**config.mk**
```make
export PLATFORM = sky130hd
export DESIGN_NAME = gbk_text_normalizer_unit_flat
export DESIGN_NICKNAME = d
export VERILOG_FILES = /design/src/rtl/gbkn_pkg.sv /design/src/rtl/gbkn_if.sv /design/src/rtl/gbkn_fold.sv /design/src/rtl/gbk_text_normalizer_unit.sv /design/src/flat_wrapper.sv
export SDC_FILE = /design/constraint.sdc
export NUM_CORES = 1
export LEC_CHECK = 0
export BUFFER_PORTS_ARGS = -buffer_cell sky130_fd_sc_hd__buf_2
export CAP_MARGIN = 15
export CORE_MARGIN = 2
export CORE_UTILIZATION = 50
export DETAILED_ROUTE_END_ITERATION = 7
export PLACE_DENSITY = 0.68
export SLEW_MARGIN = 15
export SYNTH_ARGS = -nofsm -noshare
export SYNTH_HDL_FRONTEND = slang
export SYNTH_HIERARCHICAL = 1
export SYNTH_SLANG_ARGS = --single-unit
```
**constraint.sdc**
```tcl
create_clock -name clk -period 9.18 [get_ports clk]
set_input_delay 1.377 -clock clk [delete_from_list [all_inputs] [get_ports clk]]
set_output_delay 1.377 -clock clk [all_outputs]
set_load 0.02 [all_outputs]
```
**src/rtl/gbkn_pkg.sv**
```systemverilog
// Shared types and constants of the GBK text normalizer.
// No dependencies; the normalizing core, the top level and the testbench import this package.
package gbkn_pkg;

	localparam int MAX_RES   = 3;   // results one item can cause
	localparam int CNT_W     = 2;   // holds 0..MAX_RES
	localparam int OUT_POS_W = 16;  // width of the reported position

	// GBK codes and the ASCII characters handled by the normalizer
	localparam logic [7:0] LEAD_FOLD   = 8'hA3;  // full-width ASCII block
	localparam logic [7:0] LEAD_SYM    = 8'hA1;  // symbol block lead
	localparam logic [7:0] TRAIL_SPACE = 8'hA1;  // ideographic space trail
	localparam logic [7:0] FOLD_OFFSET = 8'h80;  // trail to half-width offset
	localparam logic [7:0] LONE_FOLD   = 8'h80;  // lone final full-width lead
	localparam logic [7:0] CH_TAB      = 8'h09;
	localparam logic [7:0] CH_LF       = 8'h0A;
	localparam logic [7:0] CH_CR       = 8'h0D;
	localparam logic [7:0] CH_SPACE    = 8'h20;

	// one result item
	typedef struct packed {
		logic [7:0]           out_byte;
		logic [OUT_POS_W-1:0] out_pos;
		logic                 has_byte;
		logic                 out_last;
	} res_t;

	typedef res_t [MAX_RES-1:0] res_vec_t;

endpackage

```
**src/rtl/gbkn_if.sv**
```systemverilog
// Valid/ready channel interfaces of the GBK text normalizer.
// Depends on nothing; one interface carries source bytes, one results.
interface gbkn_in_if;
	logic        valid;
	logic        ready;
	logic [7:0]  in_byte;
	logic [15:0] in_pos;
	logic        in_last;

	modport source (output valid, in_byte, in_pos, in_last, input ready);
	modport sink   (input valid, in_byte, in_pos, in_last, output ready);
endinterface

interface gbkn_out_if;
	logic        valid;
	logic        ready;
	logic [7:0]  out_byte;
	logic [15:0] out_pos;
	logic        has_byte;
	logic        out_last;

	modport source (output valid, out_byte, out_pos, has_byte, out_last, input ready);
	modport sink   (input valid, out_byte, out_pos, has_byte, out_last, output ready);
endinterface

```
**src/rtl/gbkn_fold.sv**
```systemverilog
// Normalizing core: folds full-width GBK pairs, maps whitespace, collapses
// space runs, and holds the lead byte and pending space between items.
// Depends on gbkn_pkg.
module gbkn_fold #(
	parameter int POS_BITS = 16
) (
	input  logic                      clk,
	input  logic                      arst_n,
	input  logic [7:0]                in_byte,
	input  logic [15:0]               in_pos,
	input  logic                      in_last,
	input  logic                      take,
	output gbkn_pkg::res_vec_t        res,
	output logic [gbkn_pkg::CNT_W-1:0] res_cnt
);
	import gbkn_pkg::*;

	// state carried from item to item
	logic [7:0]          lead_byte_q;
	logic [POS_BITS-1:0] lead_pos_q;
	logic                lead_held_q;
	logic                space_held_q;
	logic [POS_BITS-1:0] space_pos_q;
	logic                prev_space_q;

	logic [31:0]         pin_w;
	logic [POS_BITS-1:0] pin;

	// stage-one output: up to two bytes
	logic                v0, v1;
	logic [7:0]          sb0, sb1;
	logic [POS_BITS-1:0] sp0, sp1;
	logic                nxt_lead_held;

	// stage two/three working values
	logic [1:0]          vv;
	logic [7:0]          sbb [2];
	logic [POS_BITS-1:0] spp [2];
	logic [7:0]          bc;
	logic                sh, ps;
	logic [POS_BITS-1:0] shp;
	logic [CNT_W-1:0]    n;

	function automatic res_t mk(input logic [7:0] b, input logic [POS_BITS-1:0] p);
		logic [31:0] w;
		res_t r;
		w = 32'(p);
		r.out_byte = b;
		r.out_pos  = w[OUT_POS_W-1:0];
		r.has_byte = 1'b1;
		r.out_last = 1'b0;
		return r;
	endfunction

	// keep positions at POS_BITS
	assign pin_w = 32'(in_pos);
	assign pin   = pin_w[POS_BITS-1:0];

	// stage one: pair folding
	always_comb begin
		v0 = 1'b0;
		v1 = 1'b0;
		sb0 = in_byte;
		sb1 = in_byte;
		sp0 = pin;
		sp1 = pin;
		nxt_lead_held = 1'b0;
		if (lead_held_q) begin
			sp0 = lead_pos_q;
			v0  = 1'b1;
			if (lead_byte_q == LEAD_FOLD) begin
				sb0 = in_byte + FOLD_OFFSET;
			end else if (lead_byte_q == LEAD_SYM && in_byte == TRAIL_SPACE) begin
				sb0 = CH_SPACE;
			end else begin
				sb0 = lead_byte_q;
				v1  = 1'b1;
			end
		end else if (!in_byte[7]) begin
			v0 = 1'b1;
		end else if (in_last) begin
			v0  = 1'b1;
			sb0 = (in_byte == LEAD_FOLD) ? LONE_FOLD : in_byte;
		end else begin
			nxt_lead_held = 1'b1;
		end
	end

	assign vv     = {v1, v0};
	assign sbb[0] = sb0;
	assign sbb[1] = sb1;
	assign spp[0] = sp0;
	assign spp[1] = sp1;

	// stages two and three: whitespace mapping and run collapsing
	always_comb begin
		sh  = space_held_q;
		shp = space_pos_q;
		ps  = prev_space_q;
		n   = '0;
		res = '0;
		bc  = '0;
		for (int k = 0; k < 2; k++) begin
			if (vv[k]) begin
				bc = sbb[k];
				if (bc == CH_TAB || bc == CH_CR || bc == CH_LF) begin
					bc = CH_SPACE;
				end
				if (bc == CH_SPACE) begin
					if (sh) begin
						res[n] = mk(CH_SPACE, shp);
						n  = n + 1'b1;
						sh = 1'b0;
						ps = 1'b1;
					end else if (!ps) begin
						sh  = 1'b1;
						shp = spp[k];
					end
				end else begin
					if (sh) begin
						res[n] = mk(CH_SPACE, shp);
						n  = n + 1'b1;
						sh = 1'b0;
					end
					res[n] = mk(bc, spp[k]);
					n  = n + 1'b1;
					ps = 1'b0;
				end
			end
		end
		// mark the end of the string; a pending single space is dropped
		if (in_last) begin
			if (n == '0) begin
				res[0] = '0;
				res[0].out_last = 1'b1;
				n = CNT_W'(1);
			end else begin
				res[n - 1'b1].out_last = 1'b1;
			end
		end
	end

	assign res_cnt = n;

	// advance state when the item is taken; clear it at the end of a string
	always_ff @(posedge clk or negedge arst_n) begin
		if (!arst_n) begin
			lead_byte_q  <= '0;
			lead_pos_q   <= '0;
			lead_held_q  <= 1'b0;
			space_held_q <= 1'b0;
			space_pos_q  <= '0;
			prev_space_q <= 1'b0;
		end else if (take) begin
			if (in_last) begin
				lead_byte_q  <= '0;
				lead_pos_q   <= '0;
				lead_held_q  <= 1'b0;
				space_held_q <= 1'b0;
				space_pos_q  <= '0;
				prev_space_q <= 1'b0;
			end else begin
				lead_held_q  <= nxt_lead_held;
				if (nxt_lead_held) begin
					lead_byte_q <= in_byte;
					lead_pos_q  <= pin;
				end
				space_held_q <= sh;
				space_pos_q  <= shp;
				prev_space_q <= ps;
			end
		end
	end

endmodule

```
**src/rtl/gbk_text_normalizer_unit.sv**
```systemverilog
// Top level of the GBK text normalizer: input register, normalizing core,
// result buffer. Depends on gbkn_pkg, gbkn_if and gbkn_fold.
//
// Takes one GBK byte per item and delivers normalized bytes with the
// position of their first source byte. Each byte waits in the input
// register, then is folded combinationally into a result buffer of up to
// three items, which drains one item per cycle while the output is ready.
// A new byte is accepted every cycle as long as each byte causes at most
// one result and the output is not stalled; a byte that causes two or
// three results holds the input while the result buffer drains. A lead
// byte or a pending space produces no result until the next byte. The
// last byte of a string always yields a result marked out_last, byte-less
// when nothing else is left to send; positions are kept in POS_BITS bits.
module gbk_text_normalizer_unit #(
	parameter int POS_BITS = 16
) (
	input logic        clk,
	input logic        arst_n,
	gbkn_in_if.sink    raw,
	gbkn_out_if.source norm
);
	import gbkn_pkg::*;

	// input register
	logic        vld_s1;
	logic [7:0]  byte_s1;
	logic [15:0] pos_s1;
	logic        last_s1;

	// result buffer
	res_vec_t         slot_q;
	logic [CNT_W-1:0] cnt_q;
	logic [CNT_W-1:0] hd_q;

	res_vec_t         res;
	logic [CNT_W-1:0] res_cnt;
	logic             out_fire;
	logic             buf_free;
	logic             take;

	assign out_fire = norm.valid && norm.ready;
	assign buf_free = (cnt_q == '0) || (cnt_q == CNT_W'(1) && out_fire);
	assign take     = vld_s1 && buf_free;
	assign raw.ready = !vld_s1 || take;

	gbkn_fold #(
		.POS_BITS(POS_BITS)
	) u_fold (
		.clk     (clk),
		.arst_n  (arst_n),
		.in_byte (byte_s1),
		.in_pos  (pos_s1),
		.in_last (last_s1),
		.take    (take),
		.res     (res),
		.res_cnt (res_cnt)
	);

	// load the input register
	always_ff @(posedge clk or negedge arst_n) begin
		if (!arst_n) begin
			vld_s1 <= 1'b0;
		end else if (raw.ready) begin
			vld_s1 <= raw.valid;
		end
	end

	always_ff @(posedge clk) begin
		if (raw.valid && raw.ready) begin
			byte_s1 <= raw.in_byte;
			pos_s1  <= raw.in_pos;
			last_s1 <= raw.in_last;
		end
	end

	// fill the result buffer or advance through it
	always_ff @(posedge clk or negedge arst_n) begin
		if (!arst_n) begin
			cnt_q <= '0;
			hd_q  <= '0;
		end else if (take) begin
			cnt_q <= res_cnt;
			hd_q  <= '0;
		end else if (out_fire) begin
			cnt_q <= cnt_q - 1'b1;
			hd_q  <= hd_q + 1'b1;
		end
	end

	always_ff @(posedge clk) begin
		if (take) begin
			slot_q <= res;
		end
	end

	// present the head of the buffer
	assign norm.valid    = (cnt_q != '0);
	assign norm.out_byte = slot_q[hd_q].out_byte;
	assign norm.out_pos  = slot_q[hd_q].out_pos;
	assign norm.has_byte = slot_q[hd_q].has_byte;
	assign norm.out_last = slot_q[hd_q].out_last;

endmodule

```
**src/flat_wrapper.sv**
```systemverilog
// flat-port wrapper written by rule: the top's interface ports become plain ports
module gbk_text_normalizer_unit_flat import gbkn_pkg::*;
#(
	parameter int POS_BITS = 16
)
  (clk, arst_n, raw_valid, raw_in_byte, raw_in_pos, raw_in_last, raw_ready, norm_valid, norm_out_byte, norm_out_pos, norm_has_byte, norm_out_last, norm_ready);
  gbkn_in_if raw_i ();
  gbkn_out_if norm_i ();
  input logic clk;
  input logic arst_n;
  input wire logic [$bits(raw_i.valid)-1:0] raw_valid;
  input wire logic [$bits(raw_i.in_byte)-1:0] raw_in_byte;
  input wire logic [$bits(raw_i.in_pos)-1:0] raw_in_pos;
  input wire logic [$bits(raw_i.in_last)-1:0] raw_in_last;
  output wire logic [$bits(raw_i.ready)-1:0] raw_ready;
  output wire logic [$bits(norm_i.valid)-1:0] norm_valid;
  output wire logic [$bits(norm_i.out_byte)-1:0] norm_out_byte;
  output wire logic [$bits(norm_i.out_pos)-1:0] norm_out_pos;
  output wire logic [$bits(norm_i.has_byte)-1:0] norm_has_byte;
  output wire logic [$bits(norm_i.out_last)-1:0] norm_out_last;
  input wire logic [$bits(norm_i.ready)-1:0] norm_ready;
  assign raw_i.valid = raw_valid;
  assign raw_i.in_byte = raw_in_byte;
  assign raw_i.in_pos = raw_in_pos;
  assign raw_i.in_last = raw_in_last;
  assign raw_ready = raw_i.ready;
  assign norm_valid = norm_i.valid;
  assign norm_out_byte = norm_i.out_byte;
  assign norm_out_pos = norm_i.out_pos;
  assign norm_has_byte = norm_i.has_byte;
  assign norm_out_last = norm_i.out_last;
  assign norm_i.ready = norm_ready;
  gbk_text_normalizer_unit #(.POS_BITS(POS_BITS)) u_core (.clk(clk), .arst_n(arst_n), .raw(raw_i), .norm(norm_i));
endmodule
```
-- Word level (Yosys, flattened, before mapping)
Index checks and enable logic that the tools add are counted.
W data, S select, Z words.
- bits of input ports: 29
- logic and storage cells: 169
- register bits: 151
- output and inout bits: 28
- mux-type cells: 94
- reduce and logical (&&, ||, !) cells: 22
- add/sub/neg operators: 7
- magnitude comparators: 9
- equal/unequal tests: 13
- operators by type and width (cell ; number):
    $mux W78 ; 7
    $bwmux W78 ; 4
    $demux W26 S2 ; 4
    $mux W26 ; 8
    $mux W16 ; 12
    $mux W52 ; 2
    $mux W8 ; 10
    $bmux W26 S2 ; 1
    $eq A8 B4 Y1 const B ; 6
    $eq A8 B8 Y1 const B ; 4
    $mux W2 ; 15
    $mux W1 ; 28
    $mux W24 ; 1
    $eq A8 B6 Y1 const B ; 2
    $lt A2 B3 Y1 const B ; 5
    $mux W7 ; 2
    $logic_and A1 B1 Y1 ; 9
    $add A2 B1 Y2 const B ; 4
    $add A8 B8 Y8 const B ; 1
    $ge A2 B1 Y1 const B ; 4
    $logic_or A1 B1 Y1 ; 6
    $reduce_bool A2 Y1 ; 3
    $logic_not A2 Y1 ; 2
    $sub A2 B1 Y2 const B ; 2
    other kinds (3) ; 3

-- Logic depth before layout (Yosys ltp)
Gate-level depths: netlist of run 1.
- depth in word-level cells: 31
- mapped depth: 22
- depth with buffers taken out: 21

-- Hierarchy
Netlist of run 1, hierarchy kept.
- modules (own cells, without submodules) (module ; cells each ; area an instance (µm²) ; seq. area each (µm²) ; instances):
    gbkn_fold ; 572 ; 4565.6 ; 1076.0 ; 1
    gbk_text_normalizer_unit ; 228 ; 3972.6 ; 3218.1 ; 1

-- Worst setup path after synthesis of run 1
No wires, ideal clock.
- path type: reg-to-reg
- start: reg u_core.u_fold.lead_byte_q[6]
- end: reg u_core/slot_q[10] (netlist name), data pin
- path buffers: 3
- path slack: 4.577 ns
- clock period less this slack: 4.603 ns
- arrival: 4.335 ns
- stages on the path, launching flop included: 20
- required time: 8.912 ns
- library setup time: 0.268 ns
- path through: dfrtp_1 -> or4b_1 -> buf_2 -> o311ai_1 -> a21oi_1 -> mux2_2 -> a22oi_4 -> clkbuf_1 -> ha_1 -> nand2_1 -> ha_1 -> nand2_1 -> o21ai_0 -> inv_1 -> ha_1 -> nand2_1 -> nor2_1 -> a41oi_2 -> buf_2 -> a211oi_2
- RTL lines (element ; RTL line ; RTL):
    start: declaration ; gbkn_fold.sv:19 ; logic [7:0] lead_byte_q;
    start signal: assignment ; gbkn_fold.sv:165 ; lead_byte_q <= in_byte;
    end signal: assignment ; gbk_text_normalizer_unit.sv:92 ; slot_q <= res;
    end: declaration ; gbk_text_normalizer_unit.sv:31 ; res_vec_t slot_q;

==> key figures, run 1 <==
Setup path
  • CP Cell Sequence: buf_4 > nor2b_1 > a32oi_1 > mux2_2 > a22oi_4 > inv_4 > ha_1 > nand2_1 > ha_1 > nand2_1 > o21ai_0 > inv_1 > ha_1 > nand2_1 > nor2_1 > nor4_2 > a32o_1
  • Number of cells on the worst reg-to-reg path: 17
  • Setup CP Type: reg2reg
  • CP max stage delay: 870 ps
  • CP arrival: 6490 ps
  • Internal reg-to-reg setup slack: 2970 ps
  • Reg-to-Reg End: u_core/slot_q[50]
  • CP Capture Type: register
  • CP Max Fanout: 21
  • R2R Path Start: u_core/u_fold/lead_held_q
  • WP data required: 9460 ps
  • Startpoint types: register
  • Crit path max-delay cell type: nor4_2

STA
  • Max-slew violation count: 0
  • RSZ-0062 raised after global routing: no
  • Min Tclk post-route: 6210 ps
  • Final Hold Violating Endpoints: 0
  • Worst-Margin Slew: 1170 ps
  • Final worst slack: 2970 ps
  • Slew HR: 22.0%
  • Final period utilization: 67.6%
  • Max frequency: 0.161 GHz
  • Skew final: 6.05 ps
  • Setup-failing EPs final: 0
  • Final setup TNS: 0 ps

Logic synthesis
  • Synth Flop Type: edfxtp_1
  • Synthesized instance count: 800
  • Netlist cell types: 72
  • Synth warnings: 6
  • Avg Cell Area, Syn: 10.7 um2
  • Net count after synthesis: 840
  • Post-synth EDFFs: 103
  • Register area share after synthesis: 50.3%
  • Asr flop ratio synth: 31.8%
  • FF+latch count, synth: 151
  • Post-synthesis cell area: 8540 um2

Floorplan
  • Core area: 16600 um2
  • Initial Utilization: 51.3%
  • Chip Width: 135 um
  • # IOs: 57
  • # rows: 47
  • Die Y: 135 um
  • Die footprint: 18100 um2

Hold path
  • Endpoint, Worst Hold: u_core/u_fold/lead_pos_q[15]
  • Hold Path Origin: u_core/u_fold/lead_pos_q[15]
  • HP Class: reg2reg
  • Hold depth: 1

Pwr
  • Leakage power: 3.64 nW
  • Pwr dens: 383 nW/um2
  • Peak VDD IR: 189 uV
  • Pwr Total: 3.62 mW

Cells and area
  • Area Overhead vs Synth: 10.7%
  • Antenna cells: 0
  • Layout cells sized above 1: 18.1%
  • Total Nets Final: 861
  • Filler Cell Count: 1417
  • Final Non-Filler Cells: 1054

CTS
  • CTS-repair resized insts: 0
  • Clk root buf: clkbuf_16
  • Post-CTS Hold Buffers: 0
  • CTS Sinks: 151
  • Worst-path clk slew: 60 ps
  • # H-tree levels: 4
  • CTS tree: done
  • CTS buffer count: 17
  • # Post-CTS Setup Buffers: 0
  • Worst skew pair latency: 430 ps
  • Bufs on Longest Clock Path: 2

Outcome
  • Run status: completed

Detailed routing
  • Routed Antenna Nets: 0
  • Per-cell routed wire length: 21.5 um
  • Routed vias: 6794
  • Starting DRC count in detailed routing: 932
  • Via/cell ratio: 6.45
  • DRC: 0
  • Final wirelength: 22600 um
  • Drt first pass iters: 5

Global route
  • Tot GR Track Use: 25.6%
  • Largest net degree at the start of global routing: 90
  • Vias in the first global route: 6068
  • First-pass GRT wire length: 35800 um
  • Initial antenna violation count: 0
  • Gr ovfl total: 0

Place
  • Dpl ws: 3130 ps
  • Inst Count DP: 1022
  • Routability congestion estimate from global placement: 0.970
  • Post-DP HPWL: 15700 um
  • PortBufs: 56

Flow run
  • Max_cap viols: 0
[cell families (layout without fill, tap and decap cells)]
family / after synthesis / after routing / share of synthesized area [%]
buf+inv: 103 / 137 / 5.39
compound gates: 259 / 259 / 22.6
fa+ha+maj: 11 / 11 / 1.61
simple gates: 226 / 226 / 14.0
mux: 49 / 49 / 5.99
xor+xnor: 1 / 1 / 0.103
flops: 151 / 151 / 50.3
[metal layers]
layer	vias to the layer above	share of wire, %	track usage (%)	wire length [um]
met5	-	0	0	0
li1	3126	-	-	-
met1	3314	49	42.3	11200
met3	25	8.9	5.59	2010
met2	329	41	33.5	9220
met4	0	1.0	6.55	229
[synthesized netlist by cell type (11+ instances only)]
cell | instances | area share (%)
a211oi_2 | 12 | 1.8
a21oi_1 | 17 | 1.0
a22o_1 | 28 | 2.9
a22oi_1 | 38 | 3.3
a2bb2oi_1 | 13 | 1.3
and3_1 | 23 | 1.7
clkbuf_1 | 48 | 2.1
dfrtp_1 | 48 | 14
edfxtp_1 | 103 | 36
ha_1 | 11 | 1.6
inv_1 | 33 | 1.5
mux2_2 | 17 | 2.2
mux2i_1 | 32 | 3.8
nand2_1 | 68 | 3.0
nand3_1 | 26 | 1.5
nand4b_1 | 19 | 1.9
nor2_1 | 41 | 1.8
o21ai_0 | 43 | 2.5
o21ai_1 | 11 | 0.64
o221ai_1 | 16 | 1.6
o22ai_1 | 29 | 2.1
[worst max-delay path, delay by kind of cell, from the launching register on]
kind	cells	cell delay (ps)
and+or+nand+nor	6	1960
AOI/OAI and AO/OA	4	1300
adders and majority gates	3	980
DFF	1	770
buffers and inverters	3	600
muxes	1	440
[flip-flops by register name, summed over array words and instances (netlist names), 2 cells and up]
signal                     cells
u_core/byte_s1                 8
u_core/cnt_q                   2
u_core/hd_q                    2
u_core/pos_s1                 16
u_core/slot_q                 78
u_core/u_fold/lead_byte_q      8
u_core/u_fold/lead_pos_q      16
u_core/u_fold/space_pos_q     16
[cell usage in the layout (no fill, tap or decap), types with 3 or more instances in the layout]
cell	n
a2bb2oi_1	13
nand2_1	68
nand3_1	26
a32oi_1	3
nand4b_1	19
clkbuf_16	17
and3_1	23
a32o_1	3
ha_1	11
a22oi_1	38
nor3_1	5
o221ai_1	16
a211oi_1	8
o21ai_0	43
inv_1	33
clkinvlp_4	3
a211oi_2	12
dfrtp_1	48
nor2b_1	6
nand2b_1	3
clkinv_2	4
and2_1	10
a21o_1	4
o22ai_1	29
edfxtp_1	103
o21ai_1	10
mux2i_1	32
a21oi_1	16
mux2_2	17
a22o_1	28
a31oi_1	3
o21ai_2	5
buf_2	56
nor2_1	40
buf_4	14
nand4_1	8
or3_1	3
[metrics by stage]
stage | hold WS, ps | util, % | instance area, um2
after global routing | 523 | 56.8 | 9450
after detailed placement | 487 | 53.4 | 8880
after floorplan | 467 | - | 8540
after CTS | 503 | 56.8 | 9450
after global placement | 484 | 53.4 | 8880
final | 498 | 56.8 | 9450
[worst max path at each step]
stage,start,to,slack (ps),cells past startpoint
after detailed placement,u_core/u_fold/lead_held_q,u_core/slot_q[50],3130,17
after global placement,u_core/u_fold/lead_byte_q[6],u_core/slot_q[50],3380,17
after CTS,u_core/u_fold/lead_held_q,u_core/slot_q[50],3100,17
after global routing,u_core/u_fold/lead_held_q,u_core/slot_q[39],2640,19
final,u_core/u_fold/lead_held_q,u_core/slot_q[50],2970,17
after floorplan,u_core/u_fold/lead_byte_q[6],u_core/slot_q[10],4580,19
[power breakdown]
part | internal (mW) | switching, mW | total [mW]
registers | 1.11 | 0.210 | 1.32
logic | 0.563 | 1.06 | 1.62
clock network | 0.398 | 0.279 | 0.677
total | 2.07 | 1.55 | 3.62
[cell type report]
type	count	area (um2)	area share [%]
repair buffers	70	385	4.08
flip-flops and latches	151	4290	45.4
clock inverters	13	133	1.40
multi-input cells	546	3790	40.2
clock buffers	19	433	4.58
well taps	220	275	2.91
inverters	35	134	1.42
Note: power is estimated with default switching activity, not from simulation.
==> run 2: changes to the inputs <==
- ABC_AREA: not set -> 1
- PLACE_DENSITY: 0.68 -> 0.7
- clock period: 9.18 -> 5 ns (I/O delays scaled with it)
==> key figures, run 2 <==
Cells and area
  • Sequential cell area: 4300 um2
  • Biggest register: u_core/slot_q
  • Area Overhead vs Synth: 10.8%
  • Cell area after layout: 10500 um2
  • Footprint of the multi-input gates: 4440 um2
  • Commonest non-fill, non-tap cell in the layout: nand2_1
  • Total Nets Final: 1337
  • Layout cells sized above 1: 13.1%
  • Antenna cells: 0
  • Filler Cell Count: 1727
  • Final Util: 56.4%
  • Final Non-Filler Cells: 1544
  • Commonest cells after routing, fill and taps aside: nand2_1 (384), nor2_1 (187), o21ai_0 (103), edfxtp_1 (103), inv_1 (95)
  • Max FFs per register: 78

CTS
  • Clk root buf: clkbuf_16
  • CTS tree: done
  • CTS buffer count: 17
  • CTS Sinks: 151
  • Post-CTS Hold Buffers: 0
  • Bufs on Longest Clock Path: 2
  • Worst skew pair latency: 430 ps
  • Worst-path clk slew: 60 ps
  • # H-tree levels: 4

Global route
  • First-pass GRT wire length: 42300 um
  • Vias in the first global route: 7611
  • Gr ovfl total: 0
  • Tot GR Track Use: 27.3%
  • Largest net degree at the start of global routing: 82
  • Initial antenna violation count: 1

Setup path
  • Crit path max-delay cell type: dfrtp_1
  • Setup CP Type: reg2reg
  • CP Capture Type: register
  • CP delay by family, top: simple AND/OR/NAND/NOR gates
  • Crit path buf inv count: 4
  • CP dominant cell by count: nand2_1
  • Internal reg-to-reg setup slack: 320 ps
  • R2R Path Start: u_core/u_fold/lead_byte_q[4]
  • WP data required: 5290 ps
  • CP Max Fanout: 18
  • Startpoint types: register
  • CP arrival: 4960 ps
  • CP Launch Point: u_core/u_fold/lead_byte_q[4]
  • CP max stage delay: 380 ps

Detailed routing
  • Drt first pass iters: 8
  • Routed vias: 8660
  • Routed Antenna Nets: 0
  • DRC: 0
  • Per-cell routed wire length: 17.4 um
  • Starting DRC count in detailed routing: 1054
  • Final wirelength: 26800 um
  • Via/cell ratio: 5.61

Pwr
  • Pwr Total: 6.46 mW
  • Switching Share: 44.0%
  • Combinational share of power: 44.3%
  • Clock power frac: 20.9%
  • Pwr dens: 614 nW/um2
  • Psw: 2.84 mW
  • Leakage power: 4.76 nW
  • Peak VDD IR: 282 uV
  • Int Pwr: 3.62 mW
  • Reg power frac: 34.8%

Hold path
  • HP Class: in2async

STA
  • Final Hold Violating Endpoints: 0
  • Final setup TNS: 0 ps
  • Worst-Margin Slew: 1090 ps
  • Min Tclk post-route: 4680 ps
  • RSZ-0062 raised after global routing: no
  • Slew HR: 27.4%
  • Setup-failing EPs final: 0
  • Final period utilization: 93.6%
  • Max frequency: 0.214 GHz
  • Final worst slack: 322 ps
  • WHS: 418 ps
  • Max-slew violation count: 0
  • Skew final: 9.78 ps

Logic synthesis
  • Asr flop ratio synth: 31.8%
  • Leading area contributor after synthesis: edfxtp_1
  • Synthesized instance count: 1266
  • Post-synth EDFFs: 103
  • Count leader, synth: nand2_1
  • Net count after synthesis: 1306
  • Avg Cell Area, Syn: 7.49 um2
  • Yosys top cell area share: 32.6%
  • Top cells by count, synth: nand2_1 (384), nor2_1 (188), edfxtp_1 (103), o21ai_0 (103), inv_1 (96)
  • Post-synthesis cell area: 9490 um2
  • Synth warnings: 6
  • FF+latch count, synth: 151
  • Netlist cell types: 39
  • Synth Flop Type: edfxtp_1
  • Synth top area cells: edfxtp_1 (33%), nand2_1 (15%), dfrtp_1 (13%), nor2_1 (7.4%), o21ai_0 (5.4%)
  • Register area share after synthesis: 45.3%

Floorplan
  • Core area: 18600 um2
  • Initial Utilization: 50.9%
  • Die footprint: 20100 um2
  • Die Y: 142 um
  • # rows: 50
  • Chip Width: 142 um
  • # IOs: 57

Place
  • Post-DP HPWL: 18700 um
  • Routability congestion estimate from global placement: 0.962
  • Dpl ws: -103 ps
  • Inst Count DP: 1509
  • Post-DP Area: 9860 um2
  • PortBufs: 56

Flow run
  • Max_cap viols: 0

Outcome
  • Run status: completed
-- run 2: timing repair --
action | in CTS | in global routing
buffers inserted | 0 | 3
setup endpoints to repair | 22 | 48
resized for setup | 2 | 5
-- run 2: worst reg2reg max path, cell delays in order, from the launching register on --
cell	delay, ps
dfrtp_1	380
nor2_1	120
nand2_1	100
nor2_2	190
nor2_1	110
o21ai_1	360
nand2_1	120
nor2_2	130
nand2_2	90
o21ai_2	120
nand2_1	90
nor2_1	140
ha_1	250
nand2_1	160
ha_1	260
inv_1	50
nand2_1	70
nand2_1	140
ha_2	290
clkinv_2	160
nor2_2	200
clkinv_1	90
buf_4	210
nand2_1	130
nand2_4	160
nand2_1	150
nand2_1	120
nor2_1	130
-- run 2: final timing paths --
| check | endpoint | cells past startpoint |
|---|---|---|
| setup reg to reg | u_core/slot_q[7] | 27 |
| min in group clk | u_core/cnt_q[1] | 2 |
| max in group asynchronous | u_core/u_fold/lead_held_q | 2 |
| hold / removal | u_core/hd_q[0] | 2 |
| setup / recovery | u_core/slot_q[7] | 27 |
| hold reg to reg | u_core/cnt_q[1] | 2 |
-- run 2: logic make-up (layout without fill, tap and decap cells) --
logic type      count (synthesis)  in the layout  synth area share, %
simple gates                  689            689                 30.1
compound gates                236            236                 14.9
buf+inv                       179            223                 8.27
flops                         151            151                 45.3
fa+ha+maj                      11             11                 1.45
-- run 2: metal layers --
metal / wire [um] / GRT usage, %
met3: 3070 / 7.42
met1: 12700 / 43.5
met4: 340 / 6.84
met2: 10700 / 36.5
met5: 0 / 0
-- run 2: power by group through the flow --
stage	Combinational (mW)	Sequential [mW]	Clock [mW]
6_report	2.86	2.24	1.35
4_1_cts	2.80	2.24	1.37
3_3_place_gp	2.76	2.25	0
3_5_place_dp	2.79	2.26	0
5_1_grt	3.15	2.30	1.42
2_1_floorplan	2.13	2.12	0
-- run 2: area by class of cell --
cell class,count,share of cell area (%)
multi-input cells,936,42.2
flip-flops and latches,151,40.9
repair buffers,79,4.31
clock buffers,19,4.12
inverters,112,4.01
well taps,234,2.78
clock inverters,13,1.70
